**src/hdl/shs_ram.sv**
```systemverilog
module shs_ram #(
    parameter int WIDTH = 8,
    parameter int DEPTH = 256
) (
    input  logic                     clk,
    input  logic                     we,
    input  logic [$clog2(DEPTH)-1:0] waddr,
    input  logic [WIDTH-1:0]         wdata,
    input  logic [$clog2(DEPTH)-1:0] raddr,
    output logic [WIDTH-1:0]         rdata
);

    logic [WIDTH-1:0] mem [DEPTH];

    always_ff @(posedge clk)
    begin
        if (we)
        begin
            mem[waddr] <= wdata;
        end
        rdata <= mem[raddr];
    end

endmodule

```
**config.mk**
```make
export PLATFORM = sky130hd
export DESIGN_NAME = shs_ram
export DESIGN_NICKNAME = d
export VERILOG_FILES = /design/src/hdl/shs_ram.sv
export SDC_FILE = /design/constraint.sdc
export NUM_CORES = 2
export LEC_CHECK = 0
export BUFFER_PORTS_ARGS = -buffer_cell sky130_fd_sc_hd__buf_2
export CAP_MARGIN = 20
export CORE_MARGIN = 1
export CORE_UTILIZATION = 63
export CTS_CLUSTER_DIAMETER = 150
export DETAILED_ROUTE_END_ITERATION = 8
export GPL_TIMING_DRIVEN = 1
export PLACE_DENSITY = 0.79
export RECOVER_POWER = 25
export SYNTH_ARGS = -nofsm -noshare
export SYNTH_HDL_FRONTEND = slang
export SYNTH_SLANG_ARGS = --single-unit
```
**constraint.sdc**
```tcl
create_clock -name clk -period 3.3 [get_ports clk]
set_input_delay 0.66 -clock clk [delete_from_list [all_inputs] [get_ports clk]]
set_output_delay 0.66 -clock clk [all_outputs]
set_load 0.03 [all_outputs]
```
==> flow_summary_export.csv <==
group,metric,value,unit
outcome,status,"finished with violations",
outcome,failed_checks,"max-capacitance violations, max-slew violations",
sta,finalHoldViolCount,0,
global_route,globalRouteTotalUtil,0.3240,
synth,ys_ff_latch,2056,
floorplanning,dieArea,127700,um2
floorplanning,rows,130,
cts,cts_resized,0,
sta,skew,0.02771,ns
pwr,powerDensity,581.8,nW/um2
synth,synth_xor_area_frac,0,
cells_and_area,drive_above_1_share,0.2901,
pwr,p_leak,29.24,nW
synth,yosysTopAreaCell,"edfxtp_1",
cts,cts_max_path_buffers,3,
route,postRouteAntennaNets,0,
route,drtIter0Drc,6608,
sta,rsz0062_at_grt,"false",
floorplanning,die_w,357.4,um
sta,slew_headroom,-1.221,
worst_setup_path,start_kind,"input port",
sta,finalCriticalPeriod,3.107,ns
min_path,min_path_type,"input port to register",
synth,synth_compound_area_frac,0.03419,
synth,synth_top_family_by_area,"multiplexers",
synth,synth_nets,3759,
cts,clock_latency,0.83,ns
cts,numCtsBuffers,191,
synth,ys_top_cells_by_count,"edfxtp_1 (2048), mux4_2 (454), nor2_1 (282)",
synth,synth-adder-area-share,0,
floorplanning,core_area,125400,um2
worst_setup_path,crit_path_end_kind,"register",
synth,yosys_warnings,0,
global_route,overflow,0,
route,drc,0,
synth,ys_types,55,
cts,ctsHtreeMaxLevel,4,
synth,synthSimpleGateAreaFrac,0.02628,
synth,ys_seq_area_frac,0.7750,
global_route,grt_pass1_vias,42530,
sta,timing.fmax,0.3219,GHz
placed_design,gp_routability_congestion,0.9037,
placed_design,post-place-ws,-0.4424,ns
synth,ys.flop_type,"edfxtp_1",
placed_design,portBuffers,33,
global_route,grt_max_degree,102,
cts,clkTransAtPathRegs,0.06,ns
cells_and_area,fin_nets,4260,
route,avgViaCountPerCell,6.944,
worst_setup_path,r2r-start,"mem[210][7]",
floorplanning,num_io_pins,34,
cts,cts_setup_buffers,0,
sta,finalMaxSlewViolations,735,
synth,synth_area,79560,um2
synth,synth_mux_area_frac,0.1462,
route,wl_per_cell,33.46,um
cells_and_area,final_cells,6046,
synth,synthCells,3733,
floorplanning,fp.dieH,357.4,um
global_route,antenna_found_initial,11,
sta,fin_crit_sh,0.9415,
cts,cts_tree,"built",
worst_setup_path,critPathKind,"input port to register",
cts,cts_sinks,2056,
worst_setup_path,critical_path_arrival,3.77,ns
placed_design,place_hpwl,123.6,mm
route,route.vias.total,41990,
sta,setup_tns,0,ns
cts,cts_root_buffer,"clkbuf_16",
placed_design,dp.cells,5690,
worst_setup_path,startpoint,"raddr[0]",
worst_setup_path,path_max_fanout,27,
synth,ys_async_sr_fraction,0,
worst_setup_path,reg2reg_slack,0.31,ns
synth,yosysMostFrequentCell,"edfxtp_1",
synth,postSynthAreaPerCell,21.31,um2
sta,fin_ws,0.1932,ns
route,wl,202.3,mm
cells_and_area,syn_to_final_growth,14.34,%
job,drv_cap,10,
sta,tightest_slew,3.331,ns
cells_and_area,nFillCells,6694,
sta,final-setup-viol-count,0,
global_route,grt_first_pass_wirelength,291.5,mm
worst_setup_path,critPathRequiredTime,3.97,ns
floorplanning,start_util,0.6344,
cts,hold_buffers,0,
route,first_pass_iters,6,
min_path,min-delay-start,"waddr[1]",
synth,synth_top_area_frac,0.7730,
synth,synth_edf_count,2048,
pwr,peakVddDrop,0.6079,mV
sta,timing.hold.ws,0.5829,ns
synth,ys_top_cells_by_area,"edfxtp_1 (77%), mux4_2 (13%), mux2i_1 (1.7%)",
[worst max-delay path: stages]
cell and delay [ns]:
buf_8 0.16, buf_12 0.26, buf_4 0.23, mux4_2 0.52, a22oi_1 0.41, a21oi_1 0.15
nor4_1 1.00, buf_4 0.28, nor4_1 0.05
[worst paths after layout]
check,end,cells after the start
hold reg to reg,rdata[5],7
setup reg to reg,rdata[7],6
setup / recovery,rdata[7],9
hold / removal,mem[195][2],4
[power by group]
part | internal (mW) | switching (mW)
Combinational | 1.05 | 1.80
Clock | 11.8 | 9.43
Sequential | 28.8 | 0.0580
[layer usage]
layer,GRT usage,vias up,wire length (um)
li1,-,16680,-
met3,0.08173,574,25210
met2,0.5062,3091,97430
met5,0,-,149
met1,0.4384,21620,70020
met4,0.1451,22,9503
[cells in the final DEF (no fill, tap or decap), types with 7 or more instances in the layout]
cell type / netlist / routed
o22ai_1: 28 / 28
a21oi_1: 96 / 96
buf_4: 27 / 441
o221ai_1: 46 / 46
a221oi_1: 13 / 13
a211oi_1: 16 / 16
nor3_1: 22 / 22
clkbuf_2: 0 / 7
nand2b_1: 8 / 8
dfxtp_1: 8 / 8
clkbuf_1: 111 / 51
clkinv_2: 0 / 41
nor4_1: 24 / 24
buf_2: 31 / 22
clkinv_1: 1 / 39
nor2_1: 282 / 279
nand3_1: 34 / 34
nand4_1: 10 / 10
bufinv_16: 0 / 11
o21ai_0: 10 / 10
nor2b_1: 31 / 28
nand2_1: 33 / 33
mux4_2: 454 / 454
o211ai_1: 10 / 10
edfxtp_1: 2048 / 2048
a22o_1: 8 / 8
buf_12: 8 / 63
a22oi_1: 133 / 133
clkbuf_16: 0 / 195
mux2i_1: 134 / 134
[registers in the layout, indices dropped and copies added, names as in the netlist]
register,flops
rdata,8
mem,2048
[through the flow]
| step | util | cell area, um2 | total power [mW] |
|---|---|---|---|
| floorplan | - | 79560 | 30.80 |
| global placement | 0.6786 | 85110 | 32.09 |
| detailed placement | 0.6786 | 85110 | 32.17 |
| CTS | 0.7261 | 91060 | 52.99 |
| global route | 0.7253 | 90950 | 54.05 |
| finish | 0.7254 | 90960 | 52.92 |
[layout make-up]
cell class | instances | area, um2 | area share
Inverter | 2 | 7.507 | 0.00008253
Sequential cell | 2056 | 61660 | 0.6778
Clock buffer | 244 | 5094 | 0.05600
Multi-Input combinational cell | 1442 | 16490 | 0.1812
Antenna cell | 5 | 12.51 | 0.0001375
Tap cell | 1650 | 2064 | 0.02270
Clock inverter | 106 | 863.3 | 0.009491
Timing Repair Buffer | 541 | 4778 | 0.05253
[cell families (layout without fill, tap and decap cells)]
group	count (synthesis)	in the layout
muxes	591	591
buffers and inverters	235	893
DFF	2056	2056
other	0	5
and+or+nand+nor	466	466
AOI/OAI and AO/OA	385	385
Note: power is estimated with default switching activity, not from simulation.
